## config.mk

```make
export PLATFORM = sky130hd
export DESIGN_NAME = tcp_udp_checksum_offload_core
export DESIGN_NICKNAME = d
export VERILOG_FILES = /design/src/hdl/tuc_pkg.sv /design/src/hdl/tuc_accum.sv /design/src/hdl/tuc_final.sv /design/src/hdl/tcp_udp_checksum_offload_core.sv
export SDC_FILE = /design/constraint.sdc
export NUM_CORES = 1
export LEC_CHECK = 0
export BUFFER_PORTS_ARGS = -buffer_cell sky130_fd_sc_hd__buf_4
export CORE_ASPECT_RATIO = 0.6
export CORE_MARGIN = 8
export CORE_UTILIZATION = 55
export DETAILED_ROUTE_END_ITERATION = 10
export PLACE_DENSITY = 0.79
export SLEW_MARGIN = 40
export SYNTH_ARGS = -nofsm -noshare
export SYNTH_HDL_FRONTEND = slang
export SYNTH_SLANG_ARGS = --single-unit
```

## constraint.sdc

```tcl
create_clock -name clk_i -period 22.1 [get_ports clk_i]
set_clock_uncertainty 0.2 [all_clocks]
set_input_delay 1.105 -clock clk_i [delete_from_list [all_inputs] [get_ports clk_i]]
set_output_delay 1.105 -clock clk_i [all_outputs]
set_load 0.05 [all_outputs]
```

## src/hdl/tuc_pkg.sv

```systemverilog
// Package for the TCP/UDP checksum offload core: payload structs, status codes,
// frame offsets and protocol constants. No dependencies.
package tuc_pkg;

  localparam int unsigned MAX_FRAME_BYTES = 65535;

  // at most 65535 segment bytes taken as 16-bit words: the running sum stays below 2^32
  localparam int unsigned SUM_W = 32;

  localparam logic [15:0] IP_BASE      = 16'd14;
  localparam logic [15:0] POS_VER_IHL  = 16'd14;
  localparam logic [15:0] POS_TLEN_HI  = 16'd16;
  localparam logic [15:0] POS_TLEN_LO  = 16'd17;
  localparam logic [15:0] POS_PROTO    = 16'd23;
  localparam logic [15:0] POS_ADDR_LO  = 16'd26;
  localparam logic [15:0] POS_ADDR_HI  = 16'd33;
  localparam logic [15:0] MIN_LEN_VER  = 16'd15;
  localparam logic [15:0] MIN_LEN_PROT = 16'd24;

  localparam logic [7:0]  VER_MASK     = 8'hf0;
  localparam logic [7:0]  VER_IPV4     = 8'h40;
  localparam logic [3:0]  MIN_IHL      = 4'd5;

  localparam logic [7:0]  TCP_PROTO    = 8'd6;
  localparam logic [7:0]  UDP_PROTO    = 8'd17;
  localparam logic [4:0]  TCP_CK_OFF   = 5'd16;
  localparam logic [4:0]  UDP_CK_OFF   = 5'd6;

  typedef enum logic [2:0] {
    ST_OK        = 3'd0,
    ST_NOT_IPV4  = 3'd1,
    ST_BAD_PROTO = 3'd2,
    ST_SHORT     = 3'd3,
    ST_TRUNC     = 3'd4,
    ST_BAD_IHL   = 3'd5
  } tuc_status_e;

  typedef struct packed {
    logic [7:0] data_byte;
    logic       last_byte;
  } tuc_in_t;

  typedef struct packed {
    logic [2:0]  status;
    logic [15:0] checksum;
    logic [15:0] checksum_position;
  } tuc_out_t;

  // per-frame running state
  typedef struct packed {
    logic [15:0]      byte_index;
    logic [3:0]       header_words;
    logic [15:0]      total_length;
    logic [7:0]       protocol_number;
    logic [SUM_W-1:0] sum;
    logic             version_bad;
  } tuc_frame_t;

  function automatic logic [4:0] ck_offset(input logic [7:0] proto);
    return (proto == UDP_PROTO) ? UDP_CK_OFF : TCP_CK_OFF;
  endfunction

endpackage

```

## src/hdl/tuc_accum.sv

```systemverilog
// Frame parser and running sum: tracks header fields and sums address and
// segment bytes one byte per step. Depends on tuc_pkg.
module tuc_accum #(
  parameter int unsigned MAX_FRAME_BYTES = tuc_pkg::MAX_FRAME_BYTES
) (
  input  logic               clk_i,
  input  logic               rst_ni,
  input  logic               step_i,
  input  tuc_pkg::tuc_in_t   byte_i,
  output tuc_pkg::tuc_frame_t frame_o
);

  tuc_pkg::tuc_frame_t frame_q, frame_d;

  logic [15:0] pos;
  logic [5:0]  hl;
  logic [15:0] start;
  logic [15:0] rel;
  logic [15:0] plen;
  logic [4:0]  off;
  logic        in_addr, in_seg;
  logic [15:0] addend;

  always_comb begin
    frame_d = frame_q;
    pos     = frame_q.byte_index;
    hl      = {frame_q.header_words, 2'b00};
    start   = tuc_pkg::IP_BASE + {10'd0, hl};
    rel     = pos - start;
    plen    = frame_q.total_length - {10'd0, hl};
    off     = tuc_pkg::ck_offset(frame_q.protocol_number);
    in_addr = (pos >= tuc_pkg::POS_ADDR_LO) && (pos <= tuc_pkg::POS_ADDR_HI);
    in_seg  = (frame_q.header_words >= tuc_pkg::MIN_IHL) && (pos >= start) &&
              (frame_q.total_length > {10'd0, hl}) && (rel < plen) &&
              (rel != {11'd0, off}) && (rel != {11'd0, off} + 16'd1);
    // words start on even frame offsets, so odd position means low byte
    addend  = pos[0] ? {8'd0, byte_i.data_byte} : {byte_i.data_byte, 8'd0};

    if (pos < 16'(MAX_FRAME_BYTES)) begin
      case (pos)
        tuc_pkg::POS_VER_IHL: begin
          frame_d.version_bad  = (byte_i.data_byte & tuc_pkg::VER_MASK) != tuc_pkg::VER_IPV4;
          frame_d.header_words = byte_i.data_byte[3:0];
        end
        tuc_pkg::POS_TLEN_HI: frame_d.total_length[15:8] = byte_i.data_byte;
        tuc_pkg::POS_TLEN_LO: frame_d.total_length[7:0]  = byte_i.data_byte;
        tuc_pkg::POS_PROTO:   frame_d.protocol_number    = byte_i.data_byte;
        default: ;
      endcase
      // address bytes and segment bytes never overlap
      if (in_addr || in_seg) begin
        frame_d.sum = frame_q.sum + {{(tuc_pkg::SUM_W-16){1'b0}}, addend};
      end
      frame_d.byte_index = pos + 16'd1;
    end
  end

  assign frame_o = frame_d;

  always_ff @(posedge clk_i or negedge rst_ni) begin
    if (!rst_ni) begin
      frame_q <= '0;
    end else if (step_i) begin
      if (byte_i.last_byte) begin
        frame_q <= '0;
      end else begin
        frame_q <= frame_d;
      end
    end
  end

  a_clear_after_last: assert property (@(posedge clk_i) disable iff (!rst_ni)
    step_i && byte_i.last_byte |=> frame_q.byte_index == 16'd0 && frame_q.sum == '0)
    else $error("frame state not cleared after last byte");

  a_hold_when_idle: assert property (@(posedge clk_i) disable iff (!rst_ni)
    !step_i |=> $stable(frame_q))
    else $error("frame state changed without a request");

  a_count_up: assert property (@(posedge clk_i) disable iff (!rst_ni)
    step_i && !byte_i.last_byte && frame_q.byte_index < 16'(MAX_FRAME_BYTES)
    |=> frame_q.byte_index == $past(frame_q.byte_index) + 16'd1)
    else $error("byte index did not advance");

endmodule

```

## src/hdl/tuc_final.sv

```systemverilog
// End-of-frame evaluation: status checks, length fold and complement of the
// sum, checksum field position. Depends on tuc_pkg.
module tuc_final (
  input  tuc_pkg::tuc_frame_t frame_i,
  output tuc_pkg::tuc_out_t   result_o
);

  tuc_pkg::tuc_status_e status;
  logic [5:0]  hl;
  logic [4:0]  off;
  logic [15:0] seg_len;
  logic        proto_ok;
  logic [16:0] need_len;
  logic [tuc_pkg::SUM_W:0] total;
  logic [17:0] fold1;
  logic [16:0] fold2;
  logic [15:0] fold3;

  always_comb begin
    hl       = {frame_i.header_words, 2'b00};
    off      = tuc_pkg::ck_offset(frame_i.protocol_number);
    seg_len  = frame_i.total_length - {10'd0, hl};
    proto_ok = (frame_i.protocol_number == tuc_pkg::TCP_PROTO) ||
               (frame_i.protocol_number == tuc_pkg::UDP_PROTO);
    need_len = {1'b0, tuc_pkg::IP_BASE} + {1'b0, frame_i.total_length};

    if (frame_i.byte_index < tuc_pkg::MIN_LEN_VER) begin
      status = tuc_pkg::ST_TRUNC;
    end else if (frame_i.version_bad) begin
      status = tuc_pkg::ST_NOT_IPV4;
    end else if (frame_i.header_words < tuc_pkg::MIN_IHL) begin
      status = tuc_pkg::ST_BAD_IHL;
    end else if (frame_i.byte_index < tuc_pkg::MIN_LEN_PROT) begin
      status = tuc_pkg::ST_TRUNC;
    end else if (!proto_ok) begin
      status = tuc_pkg::ST_BAD_PROTO;
    end else if ((frame_i.total_length < {10'd0, hl}) ||
                 (seg_len < {11'd0, off} + 16'd2)) begin
      status = tuc_pkg::ST_SHORT;
    end else if ({1'b0, frame_i.byte_index} < need_len) begin
      status = tuc_pkg::ST_TRUNC;
    end else begin
      status = tuc_pkg::ST_OK;
    end

    // pseudo-header protocol and length, then three end-around folds
    total = {1'b0, frame_i.sum} + (tuc_pkg::SUM_W + 1)'(frame_i.protocol_number) +
            (tuc_pkg::SUM_W + 1)'(seg_len);
    fold1 = 18'(total[15:0]) + 18'(total[tuc_pkg::SUM_W:16]);
    fold2 = {1'b0, fold1[15:0]} + {15'd0, fold1[17:16]};
    fold3 = fold2[15:0] + {15'd0, fold2[16]};

    result_o.status = status;
    if (status == tuc_pkg::ST_OK) begin
      result_o.checksum          = ~fold3;
      result_o.checksum_position = tuc_pkg::IP_BASE + {10'd0, hl} + {11'd0, off};
    end else begin
      result_o.checksum          = 16'd0;
      result_o.checksum_position = 16'd0;
    end
  end

endmodule

```

## src/hdl/tcp_udp_checksum_offload_core.sv

```systemverilog
// IPv4 TCP/UDP checksum offload core, one frame byte per request.
// Throughput: one byte per cycle; input stalls only when a last byte meets an
// untaken result. A last byte goes through the input register, then the result
// register, before the result is valid. Reset is asynchronous, active low,
// and clears the frame state and both valid flags.
module tcp_udp_checksum_offload_core #(
  parameter int unsigned MAX_FRAME_BYTES = tuc_pkg::MAX_FRAME_BYTES
) (
  input  logic              clk_i,
  input  logic              rst_ni,
  input  logic              in_valid_i,
  output logic              in_ready_o,
  input  tuc_pkg::tuc_in_t  in_data_i,
  output logic              out_valid_o,
  input  logic              out_ready_i,
  output tuc_pkg::tuc_out_t out_data_o
);

  logic                s1_valid_q;
  tuc_pkg::tuc_in_t    s1_q;
  logic                s1_adv;
  logic                out_valid_q;
  tuc_pkg::tuc_out_t   out_q;
  tuc_pkg::tuc_frame_t frame;
  tuc_pkg::tuc_out_t   result;

  // only a last byte needs the result register free
  assign s1_adv     = s1_valid_q && (!s1_q.last_byte || !out_valid_q || out_ready_i);
  assign in_ready_o = !s1_valid_q || s1_adv;

  always_ff @(posedge clk_i or negedge rst_ni) begin
    if (!rst_ni) begin
      s1_valid_q <= 1'b0;
    end else if (in_ready_o) begin
      s1_valid_q <= in_valid_i;
    end
  end

  always_ff @(posedge clk_i) begin
    if (in_ready_o && in_valid_i) begin
      s1_q <= in_data_i;
    end
  end

  tuc_accum #(
    .MAX_FRAME_BYTES(MAX_FRAME_BYTES)
  ) u_accum (
    .clk_i  (clk_i),
    .rst_ni (rst_ni),
    .step_i (s1_adv),
    .byte_i (s1_q),
    .frame_o(frame)
  );

  tuc_final u_final (
    .frame_i (frame),
    .result_o(result)
  );

  always_ff @(posedge clk_i or negedge rst_ni) begin
    if (!rst_ni) begin
      out_valid_q <= 1'b0;
    end else if (s1_adv && s1_q.last_byte) begin
      out_valid_q <= 1'b1;
    end else if (out_ready_i) begin
      out_valid_q <= 1'b0;
    end
  end

  always_ff @(posedge clk_i) begin
    if (s1_adv && s1_q.last_byte) begin
      out_q <= result;
    end
  end

  assign out_valid_o = out_valid_q;
  assign out_data_o  = out_q;

  a_last_waits: assert property (@(posedge clk_i) disable iff (!rst_ni)
    s1_valid_q && s1_q.last_byte && out_valid_q && !out_ready_i |-> !in_ready_o)
    else $error("last byte advanced over an untaken result");

  a_err_zero: assert property (@(posedge clk_i) disable iff (!rst_ni)
    out_valid_q && out_q.status != tuc_pkg::ST_OK
    |-> out_q.checksum == 16'd0 && out_q.checksum_position == 16'd0)
    else $error("error result carries checksum data");

  a_ok_position: assert property (@(posedge clk_i) disable iff (!rst_ni)
    out_valid_q && out_q.status == tuc_pkg::ST_OK |-> out_q.checksum_position >= 16'd40)
    else $error("checksum position inside IP header");

  a_result_load: assert property (@(posedge clk_i) disable iff (!rst_ni)
    s1_adv && s1_q.last_byte |=> out_valid_q)
    else $error("result not loaded after last byte");

endmodule
```

==> metrics.yaml <==
outcome: "finished clean"
initial_core_util_pct: 56.04
syn2layout_area_growth_pct: 8.467
path_clk_slew_ns: 0.06
dp_hpwl_um: 28010
drive_above_1_share_pct: 10.64
synth_area_um2: 12340
relSlewSlack_pct: 43.44
cp.buffers_inverters: 1
seqPwrFrac_pct: 39.2
critPathMostFrequentCell: "ha_1"
cap_viol_max_count: 0
synth_async_sr_flop_share_pct: 69.30
worst_hold_path.num_cells: 2
cts_resized: 0
ys_seq_area_share_pct: 24.54
grt_overflow: 0
startpoint_type: "register"
wl_per_cell_um: 21.05
dieArea_um2: 27640
routed_wl_um: 36470
yosys.area_share.simple_pct: 22.18
ys_ff_latch: 114
die_w_um: 209.4
layout_common_cells: "124 x nor2_1, 116 x ha_1, 114 x nand2_1, 86 x xnor2_1, 79 x dfrtp_1"
switchingPower_uw: 162.5
fmax_mhz: 67.19
ys_types: 91
setup_tns_ns: 0
reg2reg_depth: 54
yosysWarningCount: 0
synth-compound-area-share_pct: 19.17
cp_max_fo: 13
layout_commonest_cell: "nor2_1"
intPower_uw: 424.5
pwr-share-clk_pct: 49.4
cts_tree: "done"
whs_ns: 0.2966
worstPathArrival_ns: 14.87
cpPeakStageDelay_ns: 0.60
drt-initial-drc-count: 1417
grt_usage_pct: 26.25
htree_levels: 4
cp.depth: 54
register_area_um2: 3028
dr.pass1.iters: 5
row_count: 42
port_buffers: 40
post_cts_buffers: 0
vias: 11250
grt_pass1_wl_um: 58160
fill_cells: 1894
final_hold_viol_count: 0
grt_setup_unrepaired: "no"
cts_made_buffers: 17
syn_inst: 1427
vdd_ir_drop_max_mv: 0.05660
clock_path_buffers: 2
ant_nets: 0
hold_class: "register to register"
power_leakage_uw: 0.005926
report.final.slew_viol_count: 0
nets: 1578
finalCritPeriodShare_pct: 67.35
cp.required_ns: 22.09
gp_congestion: 0.9424
first_global_vias: 10480
setup_viol: 0
clk-insertion-delay-late_ns: 0.44
clkSinkCount: 114
coreArea_um2: 22020
synth.avg_cell_area_um2: 8.647
p_comb_share_pct: 11.4
io_pins: 50
ys.flop_type: "dfrtp_1"
multi_input_area_um2: 8802
synth_edf_count: 35
synthMuxAreaShare_pct: 3.813
p_sw_share_pct: 27.69
antenna_found_initial: 0
drc: 0
viasPerCell: 6.490
criticalPathCategory: "register to register"
cellPowerDensity_nw_per_um2: 43.86
num_antenna_cells: 0
crit_family: "compound AO/OA/AOI/OAI gates"
critPathSlowestCell: "or4_1"
worst-slew-pin-transition_ns: 0.8483
synth_fa_ha_area_share_pct: 14.20
grt_max_degree: 54
period_minus_slack_ns: 14.88
cp-end-kind: "register"
cts_hold_buffers: 0
synth_top_family_by_area: "simple AND/OR/NAND/NOR gates"
die_height_um: 132.0
clock-root-buffer: "clkbuf_16"
synth_xor_area_share_pct: 11.51
-- power groups by stage --
| stage | Combinational (µW) | Sequential [µW] | Clock, µW |
|---|---|---|---|
| 2_1_floorplan | 39.7 | 236 | 0 |
| 3_3_place_gp | 64.1 | 233 | 0 |
| 6_report | 67.0 | 230 | 290 |
| 5_1_grt | 72.0 | 231 | 304 |
| 3_5_place_dp | 65.2 | 233 | 0 |
| 4_1_cts | 65.6 | 230 | 293 |
-- worst reg2reg max path, delay by kind of cell (launching register included) --
family                   cells  cell delay (ns)
multiplexers                 1             0.45
AND/OR/NAND/NOR             18             4.21
AO/OA/AOI/OAI               21             5.53
XOR/XNOR                     3             0.61
buffers and inverters        1             0.12
adder cells (fa/ha/maj)     10             3.03
flip-flops                   1             0.47
-- state kept, by name (all words and copies together), names as in the netlist --
signal	flops
u_accum.frame_q	61
out_data_o	26
out_valid_o	1
s1_valid_q	1
s1_q	9
u_accum.pos	16
-- final cells by class --
class / instances / area share [%]
Clock buffer: 19 / 3.393
Clock inverter: 13 / 1.187
Inverter: 52 / 1.458
Multi-Input combinational cell: 1197 / 65.77
Sequential cell: 114 / 22.62
Tap cell: 286 / 2.674
Timing Repair Buffer: 52 / 2.898
-- metal layers --
metal | vias up | GRT usage [%] | routed length [µm]
met5 | - | 0.9058 | 26
met4 | 2 | 5.616 | 411
met3 | 30 | 10.87 | 5234
met2 | 579 | 32.57 | 13620
met1 | 5408 | 40.26 | 17180
li1 | 5228 | - | -
-- synth_stat cells (7+ instances only) --
master,count,share of area (%)
a31oi_1,13,0.66
buf_2,18,0.73
o21bai_1,10,0.61
nand4b_1,10,0.71
xor2_1,68,4.8
nor2b_1,26,1.3
clkbuf_1,35,1.1
a21o_1,31,1.9
inv_1,52,1.6
nand3_1,30,1.2
mux2i_1,20,1.6
o22ai_1,12,0.61
a22o_1,27,1.9
o31ai_1,9,0.55
or3_1,14,0.71
o21ai_0,73,3.0
ha_1,116,12
edfxtp_1,35,8.5
a21oi_1,63,2.6
dfrtp_1,79,16
nor4_1,25,1.3
or4_1,8,0.49
a221oi_1,7,0.50
xnor2_1,86,6.1
a211o_1,11,0.78
nand2_1,115,3.5
buf_4,12,0.73
and3_1,20,1.0
fa_1,15,2.4
nor3_1,34,1.4
nor2_1,126,3.8
o21a_1,13,0.79
o211ai_1,7,0.43
mux2_2,21,1.9
and2_1,18,0.91
nand4_1,18,0.91
nand2b_1,14,0.71
a211oi_1,10,0.61
-- path summary, 6_finish.rpt --
check / from / end / slack, ns
min: u_accum.frame_q[0] / u_accum.frame_q[0] / 0.30
min in group asynchronous: rst_ni / u_accum.frame_q[23] / 0.40
max reg2reg: u_accum.frame_q[57] / out_data_o[31] / 7.22
max: u_accum.frame_q[57] / out_data_o[31] / 7.22
min reg2reg: u_accum.frame_q[0] / u_accum.frame_q[0] / 0.30
max in group asynchronous: rst_ni / u_accum.frame_q[0] / 20.21
-- stage by stage --
stage | total power, µW | util, % | setup WS, ns | std cells | area, µm²
global placement | 297.4 | 57.90 | 7.853 | 1700 | 12750
floorplan | 275.9 | - | 9.252 | 1435 | 12370
finish | 587.0 | 60.79 | 7.217 | 1733 | 13380
global route | 606.6 | 60.79 | 6.051 | 1733 | 13380
CTS | 588.3 | 60.76 | 7.284 | 1732 | 13380
detailed placement | 298.7 | 57.97 | 7.340 | 1700 | 12760
-- cells by family after synthesis --
family / count (synthesis)
compound gates: 343
fa+ha+maj: 131
buf+inv: 124
flops: 114
xor+xnor: 158
simple gates: 512
other cells: 1
mux: 44
No activity file was read; power rests on OpenSTA's default activity.
